### config.mk
export PLATFORM = sky130hd
export DESIGN_NAME = svm_ctrl
export DESIGN_NICKNAME = d
export VERILOG_FILES = /design/src/svm_pkg.sv /design/src/svm_ctrl.sv
export SDC_FILE = /design/constraint.sdc
export NUM_CORES = 1
export LEC_CHECK = 0
export BUFFER_PORTS_ARGS = -buffer_cell sky130_fd_sc_hd__buf_4
export CORE_ASPECT_RATIO = 1.75
export CORE_MARGIN = 2
export CORE_UTILIZATION = 45
export CTS_CLUSTER_DIAMETER = 40
export DETAILED_ROUTE_END_ITERATION = 16
export PLACE_DENSITY = 0.79
export SETUP_SLACK_MARGIN = 0.05
export SLEW_MARGIN = 0
export SYNTH_ARGS = -nofsm -noshare
export SYNTH_HDL_FRONTEND = slang
export SYNTH_SLANG_ARGS = --single-unit
### constraint.sdc
create_clock -name aclk -period 9.1 [get_ports aclk]
set_input_delay 2.275 -clock aclk [delete_from_list [all_inputs] [get_ports aclk]]
set_output_delay 2.275 -clock aclk [all_outputs]
set_load 0.005 [all_outputs]
### src/svm_pkg.sv
// Shared types, codes and command/status bundles for the stack/register VM core.
package svm_pkg;

    // Default sizes handed to the top level parameters.
    localparam int STACK_DEPTH_DEF = 32;
    localparam int REG_COUNT_DEF   = 32;

    // Opcodes.
    localparam logic [7:0] OP_HALT    = 8'd0;
    localparam logic [7:0] OP_DISPLAY = 8'd1;
    localparam logic [7:0] OP_PRINTST = 8'd2;
    localparam logic [7:0] OP_PUSH    = 8'd3;
    localparam logic [7:0] OP_POP     = 8'd4;
    localparam logic [7:0] OP_MOV     = 8'd5;
    localparam logic [7:0] OP_CALL    = 8'd6;
    localparam logic [7:0] OP_RET     = 8'd7;
    localparam logic [7:0] OP_JMP     = 8'd8;
    localparam logic [7:0] OP_JZ      = 8'd9;
    localparam logic [7:0] OP_JPOS    = 8'd10;
    localparam logic [7:0] OP_JNEG    = 8'd11;
    localparam logic [7:0] OP_ADD     = 8'd12;
    localparam logic [7:0] OP_SUB     = 8'd13;
    localparam logic [7:0] OP_MUL     = 8'd14;
    localparam logic [7:0] OP_DIV     = 8'd15;

    // Result kinds.
    localparam logic [2:0] KIND_DONE    = 3'd0;
    localparam logic [2:0] KIND_DISPLAY = 3'd1;
    localparam logic [2:0] KIND_ENTRY   = 3'd2;
    localparam logic [2:0] KIND_HALTED  = 3'd3;
    localparam logic [2:0] KIND_ERROR   = 3'd4;

    // Error codes.
    localparam logic [2:0] ERR_NONE     = 3'd0;
    localparam logic [2:0] ERR_OVERFLOW = 3'd1;
    localparam logic [2:0] ERR_DIVZERO  = 3'd2;
    localparam logic [2:0] ERR_STK_OVF  = 3'd3;
    localparam logic [2:0] ERR_STK_UNF  = 3'd4;
    localparam logic [2:0] ERR_BAD_REG  = 3'd5;
    localparam logic [2:0] ERR_BAD_OP   = 3'd6;

    localparam logic signed [31:0] INT_MAX = 32'sh7FFF_FFFF;
    localparam logic signed [31:0] INT_MIN = 32'sh8000_0000;

    typedef enum logic [3:0] {
        ST_IDLE, ST_DECODE, ST_RDA, ST_RDB, ST_EXEC,
        ST_MULCHK, ST_DIV, ST_RDS, ST_PRINT, ST_PRD
    } state_t;

    typedef enum logic [2:0] {
        IP_HOLD, IP_ADD2, IP_ADD3, IP_LOAD_A, IP_LOAD_ST
    } ip_op_t;

    typedef enum logic [1:0] {SP_HOLD, SP_INC, SP_DEC} sp_op_t;
    typedef enum logic [1:0] {SW_RF, SW_RET, SW_ARITH} st_wsel_t;
    typedef enum logic {SR_TOP, SR_PJ} st_rsel_t;
    typedef enum logic {RW_B, RW_ST} rf_wsel_t;
    typedef enum logic {RR_A, RR_B} rf_rsel_t;
    typedef enum logic [1:0] {EV_NONE, EV_DISPLAY, EV_ENTRY} ev_t;

    // Commands from the controller to the datapath.
    typedef struct packed {
        logic       load_in;
        logic       rf_re;
        rf_rsel_t   rf_rsel;
        logic       rf_we;
        rf_wsel_t   rf_wsel;
        logic       st_re;
        st_rsel_t   st_rsel;
        logic       st_we;
        st_wsel_t   st_wsel;
        sp_op_t     sp_op;
        ip_op_t     ip_op;
        logic       stop_set;
        logic [2:0] stop_code;
        logic       emit;
        logic [2:0] emit_kind;
        logic [2:0] emit_code;
        ev_t        emit_val;
        logic       emit_last;
        logic       x_load;
        logic       y_load;
        logic       prod_load;
        logic       div_start;
        logic       print_init;
        logic       print_step;
    } svm_cmd_t;

    // Status from the datapath to the controller.
    typedef struct packed {
        logic       out_free;
        logic       stopped;
        logic [2:0] stop_status;
        logic       at_end;
        logic [7:0] op;
        logic       a_ok;
        logic       b_ok;
        logic       sp_zero;
        logic       sp_full;
        logic       print_err;
        logic       print_fault;
        logic       print_done;
        logic       add_ovf;
        logic       sub_ovf;
        logic       mul_ovf;
        logic       div_zero;
        logic       div_ovf;
        logic       div_busy;
        logic       take;
    } svm_sts_t;

endpackage

### src/svm_ctrl.sv
// Controller state machine that sequences each instruction through the datapath.
module svm_ctrl import svm_pkg::*; (
    input  logic     aclk,
    input  logic     aresetn,
    input  logic     s_valid,
    output logic     s_ready,
    input  svm_sts_t sts,
    output svm_cmd_t cmd
);

    typedef enum logic [3:0] {
        ACT_WAIT, ACT_STOPPED, ACT_END, ACT_FAIL, ACT_HALT, ACT_READ_A,
        ACT_PRINT, ACT_POP, ACT_MOV, ACT_CALL, ACT_JMP
    } act_t;

    state_t     state_reg, state_next;
    act_t       act;
    logic [2:0] act_code;
    logic       arith_op;
    logic       rega_op;

    // Error result that also stops the block.
    function automatic svm_cmd_t fail_cmd(svm_cmd_t c, logic [2:0] code);
        svm_cmd_t r;
        r = c;
        r.stop_set  = 1'b1;
        r.stop_code = code;
        r.emit      = 1'b1;
        r.emit_kind = KIND_ERROR;
        r.emit_code = code;
        r.emit_last = 1'b1;
        return r;
    endfunction

    // Plain step-done result.
    function automatic svm_cmd_t done_cmd(svm_cmd_t c);
        svm_cmd_t r;
        r = c;
        r.emit      = 1'b1;
        r.emit_kind = KIND_DONE;
        r.emit_code = ERR_NONE;
        r.emit_last = 1'b1;
        return r;
    endfunction

    assign arith_op = (sts.op >= OP_ADD) && (sts.op <= OP_DIV);
    assign rega_op  = (sts.op == OP_DISPLAY) || (sts.op == OP_PUSH) ||
                      (sts.op == OP_POP) || (sts.op == OP_MOV);

    // Decode of a freshly accepted instruction, in check order.
    always_comb begin
        act      = ACT_WAIT;
        act_code = ERR_NONE;
        if (!sts.out_free) begin
            act = ACT_WAIT;
        end else if (sts.stopped) begin
            act = ACT_STOPPED;
        end else if (sts.at_end) begin
            act = ACT_END;
        end else if (sts.op > OP_DIV) begin
            act      = ACT_FAIL;
            act_code = ERR_BAD_OP;
        end else if (sts.op == OP_HALT) begin
            act = ACT_HALT;
        end else if ((rega_op && !sts.a_ok) || (arith_op && (!sts.a_ok || !sts.b_ok))) begin
            act      = ACT_FAIL;
            act_code = ERR_BAD_REG;
        end else if (sts.op == OP_DISPLAY || sts.op == OP_PUSH || arith_op) begin
            act = ACT_READ_A;
        end else if (sts.op == OP_PRINTST) begin
            act = ACT_PRINT;
        end else if (sts.op == OP_POP || sts.op == OP_RET || sts.op == OP_JZ ||
                     sts.op == OP_JPOS || sts.op == OP_JNEG) begin
            if (sts.sp_zero) begin
                act      = ACT_FAIL;
                act_code = ERR_STK_UNF;
            end else begin
                act = ACT_POP;
            end
        end else if (sts.op == OP_MOV) begin
            act = ACT_MOV;
        end else if (sts.op == OP_CALL) begin
            if (sts.sp_full) begin
                act      = ACT_FAIL;
                act_code = ERR_STK_OVF;
            end else begin
                act = ACT_CALL;
            end
        end else begin
            act = ACT_JMP;
        end
    end

    // State register.
    always_ff @(posedge aclk) begin
        if (!aresetn) begin
            state_reg <= ST_IDLE;
        end else begin
            state_reg <= state_next;
        end
    end

    // Next-state logic.
    always_comb begin
        state_next = state_reg;
        unique case (state_reg)
            ST_IDLE: begin
                if (s_valid) state_next = ST_DECODE;
            end
            ST_DECODE: begin
                unique case (act)
                    ACT_WAIT:   state_next = ST_DECODE;
                    ACT_READ_A: state_next = ST_RDA;
                    ACT_PRINT:  state_next = ST_PRINT;
                    ACT_POP:    state_next = ST_RDS;
                    default:    state_next = ST_IDLE;
                endcase
            end
            ST_RDA: begin
                if (sts.out_free) begin
                    state_next = arith_op ? ST_RDB : ST_IDLE;
                end
            end
            ST_RDB: state_next = ST_EXEC;
            ST_EXEC: begin
                if (sts.op == OP_MUL) begin
                    state_next = ST_MULCHK;
                end else if (sts.out_free) begin
                    if (sts.op == OP_DIV && !sts.div_zero && !sts.div_ovf) begin
                        state_next = ST_DIV;
                    end else begin
                        state_next = ST_IDLE;
                    end
                end
            end
            ST_MULCHK: begin
                if (sts.out_free) state_next = ST_IDLE;
            end
            ST_DIV: begin
                if (!sts.div_busy && sts.out_free) state_next = ST_IDLE;
            end
            ST_RDS: begin
                if (sts.out_free) state_next = ST_IDLE;
            end
            ST_PRINT: begin
                if (!sts.print_done) begin
                    state_next = ST_PRD;
                end else if (sts.out_free) begin
                    state_next = ST_IDLE;
                end
            end
            ST_PRD: begin
                if (sts.out_free) state_next = ST_PRINT;
            end
            default: state_next = ST_IDLE;
        endcase
    end

    // Output logic: datapath commands for each state.
    always_comb begin
        cmd     = '0;
        s_ready = 1'b0;
        unique case (state_reg)
            ST_IDLE: begin
                s_ready     = 1'b1;
                cmd.load_in = s_valid;
            end
            ST_DECODE: begin
                unique case (act)
                    ACT_WAIT: begin
                    end
                    ACT_STOPPED: begin
                        cmd.emit      = 1'b1;
                        cmd.emit_kind = (sts.stop_status == ERR_NONE) ? KIND_HALTED
                                                                      : KIND_ERROR;
                        cmd.emit_code = sts.stop_status;
                        cmd.emit_last = 1'b1;
                    end
                    ACT_END, ACT_HALT: begin
                        cmd.stop_set  = 1'b1;
                        cmd.stop_code = ERR_NONE;
                        cmd.emit      = 1'b1;
                        cmd.emit_kind = KIND_HALTED;
                        cmd.emit_code = ERR_NONE;
                        cmd.emit_last = 1'b1;
                    end
                    ACT_FAIL: cmd = fail_cmd(cmd, act_code);
                    ACT_READ_A: begin
                        cmd.rf_re   = 1'b1;
                        cmd.rf_rsel = RR_A;
                    end
                    ACT_PRINT: begin
                        cmd.print_init = 1'b1;
                        cmd.ip_op      = sts.print_err ? IP_HOLD : IP_ADD2;
                    end
                    ACT_POP: begin
                        cmd.st_re   = 1'b1;
                        cmd.st_rsel = SR_TOP;
                    end
                    ACT_MOV: begin
                        cmd.rf_we   = 1'b1;
                        cmd.rf_wsel = RW_B;
                        cmd.ip_op   = IP_ADD3;
                        cmd         = done_cmd(cmd);
                    end
                    ACT_CALL: begin
                        cmd.st_we   = 1'b1;
                        cmd.st_wsel = SW_RET;
                        cmd.sp_op   = SP_INC;
                        cmd.ip_op   = IP_LOAD_A;
                        cmd         = done_cmd(cmd);
                    end
                    default: begin
                        cmd.ip_op = IP_LOAD_A;
                        cmd       = done_cmd(cmd);
                    end
                endcase
            end
            ST_RDA: begin
                if (sts.out_free) begin
                    if (sts.op == OP_DISPLAY) begin
                        cmd.ip_op     = IP_ADD2;
                        cmd.emit      = 1'b1;
                        cmd.emit_kind = KIND_DISPLAY;
                        cmd.emit_code = ERR_NONE;
                        cmd.emit_val  = EV_DISPLAY;
                        cmd.emit_last = 1'b1;
                    end else if (sts.op == OP_PUSH) begin
                        if (sts.sp_full) begin
                            cmd = fail_cmd(cmd, ERR_STK_OVF);
                        end else begin
                            cmd.st_we   = 1'b1;
                            cmd.st_wsel = SW_RF;
                            cmd.sp_op   = SP_INC;
                            cmd.ip_op   = IP_ADD2;
                            cmd         = done_cmd(cmd);
                        end
                    end else begin
                        cmd.x_load  = 1'b1;
                        cmd.rf_re   = 1'b1;
                        cmd.rf_rsel = RR_B;
                    end
                end
            end
            ST_RDB: cmd.y_load = 1'b1;
            ST_EXEC: begin
                if (sts.op == OP_MUL) begin
                    cmd.prod_load = 1'b1;
                end else if (sts.out_free) begin
                    if (sts.op == OP_DIV) begin
                        if (sts.div_zero) begin
                            cmd = fail_cmd(cmd, ERR_DIVZERO);
                        end else if (sts.div_ovf) begin
                            cmd = fail_cmd(cmd, ERR_OVERFLOW);
                        end else begin
                            cmd.div_start = 1'b1;
                        end
                    end else if ((sts.op == OP_ADD) ? sts.add_ovf : sts.sub_ovf) begin
                        cmd = fail_cmd(cmd, ERR_OVERFLOW);
                    end else if (sts.sp_full) begin
                        cmd = fail_cmd(cmd, ERR_STK_OVF);
                    end else begin
                        cmd.st_we   = 1'b1;
                        cmd.st_wsel = SW_ARITH;
                        cmd.sp_op   = SP_INC;
                        cmd.ip_op   = IP_ADD3;
                        cmd         = done_cmd(cmd);
                    end
                end
            end
            ST_MULCHK, ST_DIV: begin
                if (sts.out_free && !(state_reg == ST_DIV && sts.div_busy)) begin
                    if (state_reg == ST_MULCHK && sts.mul_ovf) begin
                        cmd = fail_cmd(cmd, ERR_OVERFLOW);
                    end else if (sts.sp_full) begin
                        cmd = fail_cmd(cmd, ERR_STK_OVF);
                    end else begin
                        cmd.st_we   = 1'b1;
                        cmd.st_wsel = SW_ARITH;
                        cmd.sp_op   = SP_INC;
                        cmd.ip_op   = IP_ADD3;
                        cmd         = done_cmd(cmd);
                    end
                end
            end
            ST_RDS: begin
                if (sts.out_free) begin
                    cmd.sp_op = SP_DEC;
                    if (sts.op == OP_POP) begin
                        cmd.rf_we   = 1'b1;
                        cmd.rf_wsel = RW_ST;
                        cmd.ip_op   = IP_ADD2;
                    end else if (sts.op == OP_RET) begin
                        cmd.ip_op = IP_LOAD_ST;
                    end else begin
                        cmd.ip_op = sts.take ? IP_LOAD_A : IP_ADD2;
                    end
                    cmd = done_cmd(cmd);
                end
            end
            ST_PRINT: begin
                if (!sts.print_done) begin
                    cmd.st_re   = 1'b1;
                    cmd.st_rsel = SR_PJ;
                end else if (sts.out_free) begin
                    if (sts.print_fault) begin
                        cmd = fail_cmd(cmd, ERR_STK_UNF);
                    end else begin
                        cmd = done_cmd(cmd);
                    end
                end
            end
            ST_PRD: begin
                if (sts.out_free) begin
                    cmd.emit       = 1'b1;
                    cmd.emit_kind  = KIND_ENTRY;
                    cmd.emit_code  = ERR_NONE;
                    cmd.emit_val   = EV_ENTRY;
                    cmd.emit_last  = 1'b0;
                    cmd.print_step = 1'b1;
                end
            end
            default: begin
            end
        endcase
    end

endmodule

==> impl_metrics.yaml <==
setup_path:
  crit_slowest_cell: "or4_1"
  worstSetupStartpoint: "sts[19]"
  critical_path.top_delay_family: "simple AND/OR/NAND/NOR gates"
  cpPeakStageDelay_ns: 0.70
  cp-end-kind: "output port"
  cp_num_buf_inv: 2
  path_class: "primary input to output port"
  path_common_cell: "buf_4"
  crit_required_ns: 6.83
  r2r-start: "state_reg[0]$_SDFFE_PN0P_"
  critPathLaunchType: "primary input"
  crit_arrival_ns: 4.30
  crit_path_max_fanout: 7
  crit_chain: "buf_4, or4_1, nor2_1, nand2_1, o211ai_1, o221ai_1, a21o_1, buf_4"
placement:
  postPlaceCellArea_um2: 1950
  place_inst: 327
  io_buffers: 66
  post-dp-hpwl_mm: 4.37
  dp_slack_ns: 2.54
  gp_congestion: 0.988
timing:
  finalCritPeriodShare: 0.722
  slew_violations: 0
  fin_ws_ns: 2.53
  clock.fmax_ghz: 0.152
  finalHoldViolCount: 0
  finalSetupTns_ns: 0
  setup_violations: 0
  fin_worst_skew_ns: 0.000880
  post-route-min-period_ns: 6.57
  rsz0062_at_grt: "false"
  worst_slew_pin_slew_ns: 0.865
  maxSlewHeadroom: 0.418
  fin_worst_hold_slack_ns: 0.779
detailed_routing:
  first_iter_violations: 90
  totalWireLength_mm: 5.43
  ant_nets: 0
  vias: 2096
  dr.pass1.iters: 5
  wire_per_inst_um: 16.5
  drc: 0
  avgViaCountPerCell: 6.35
global_route:
  grt_max_degree: 23
  grt_pass1_vias: 1868
  grt_usage: 0.290
  grt_pass1_wl_mm: 8.37
  antenna_found_initial: 0
  grt.overflow.total: 0
synthesis:
  synth_area_leaders: "nand2_1 (6.2%), dfxtp_1 (5.3%), nor2_1 (5.2%), a21oi_1 (4.6%), o21ai_0 (4.0%)"
  ys_types: 67
  synthesis.area_um2: 1510
  syn_inst: 238
  syn_avg_cell_area_um2: 6.36
  synthFlopType: "dfxtp_1"
  synth-edff-count: 0
  synth_warnings: 0
  async_flop_share: 0
  yosysTopAreaCellShare: 0.0620
  synth_seq_cells: 4
  yosysTopAreaCell: "nand2_1"
  syn-num-nets: 269
  ys_seq_area_frac: 0.0529
cells_and_area:
  final_area_um2: 2000
  largest_reg_flops: 4
  fin_nets: 320
  area_growth_pct: 31.8
  drive_gt1_frac: 0.293
  num_antenna_cells: 0
  instances_no_fill: 330
clock_network:
  root_buffer: "clkbuf_8"
  h-tree-depth: 1
  cts_buffers: 3
  post_cts_buffers: 0
  clkSinkCount: 4
  tritoncts: "done"
  ctsResizeCount: 0
  clk_path_buf_depth: 2
  ctsHoldBuffers: 0
  clock_latency_ns: 0.22
  clkTransAtPathRegs_ns: 0.03
die:
  die-area_um2: 3860
  num_rows: 27
  die_width_um: 47.8
  die_h_um: 80.7
  core_um2: 3180
  ios: 67
  start_util: 0.477
run:
  cap_violations: 0
status:
  status: "finished clean"
min_path:
  hp-class: "register to register"
  hold_start: "state_reg[1]$_SDFFE_PN0P_"
power_and_ir_drop:
  p_leak_nw: 0.851
  ir_drop_v: 0.0000997
  powerDensity_nw_per_um2: 80.7
layout by cell type (no fill, tap or decap), types with 7 or more instances in the layout:
cell type,Yosys,routed
buf_4,2,66
nand2_1,25,25
nor2_1,21,21
a21oi_1,14,14
o21ai_0,12,12
nor3_1,10,10
nand3_1,9,9
inv_1,9,9
nor2b_1,7,7
nand2b_1,7,7
nor4_1,7,7
and2_1,7,7
power by group:
group / internal, mW / switching (mW)
clock network: 0.0283 / 0.0109
logic: 0.0441 / 0.0475
registers: 0.0197 / 0.0105
Yosys cell counts, types with 5 or more instances:
library cell,number
a21oi_1,14
a31oi_1,6
and2_1,7
and3_1,5
clkbuf_1,10
inv_1,9
nand2_1,25
nand2b_1,7
nand3_1,9
nand4_1,5
nor2_1,21
nor2b_1,7
nor3_1,10
nor4_1,7
o21ai_0,12
o22ai_1,5
metal layers:
layer,vias to the layer above,wire [um],GRT usage
li1,993,-,-
met1,977,1970,0.322
met2,106,2960,0.516
met3,20,311,0.0267
met4,0,186,0.135
met5,-,0,0
path summary, 6_finish.rpt:
kind,to,slack (ns),cells past startpoint
hold reg to reg,state_reg[1]$_SDFFE_PN0P_,0.78,2
hold / removal,state_reg[1]$_SDFFE_PN0P_,0.78,2
setup / recovery,cmd[10],2.53,8
setup reg to reg,state_reg[1]$_SDFFE_PN0P_,6.75,6
kinds of logic after synthesis:
| logic type | after synthesis | synth area share |
|---|---|---|
| buffers and inverters | 29 | 0.0942 |
| AOI/OAI and AO/OA | 75 | 0.354 |
| and+or+nand+nor | 129 | 0.493 |
| xor gates and xnor gates | 1 | 0.00579 |
| DFF | 4 | 0.0529 |
layout make-up:
class	instances	area (um^2)
Clock buffer	3	41.3
Tap cell	43	53.8
Timing Repair Buffer	66	495
Inverter	9	33.8
Fill cell	327	1180
Sequential cell	4	80.1
Multi-Input combinational cell	205	1290
per-stage QoR:
stage,power (mW),utilization
final,0.161,0.628
after global routing,0.171,0.628
after CTS,0.161,0.628
after detailed placement,0.121,0.615
after global placement,0.120,0.615
after floorplan,0.0824,-
worst reg2reg max path: stages (launching register included):
cell,delay (ns)
dfxtp_1,0.74
nor4b_2,0.57
and2_1,0.26
nand3_1,0.11
nor2_1,0.29
a21oi_1,0.13
o22ai_1,0.19
No activity file was read; power rests on OpenSTA's default activity.
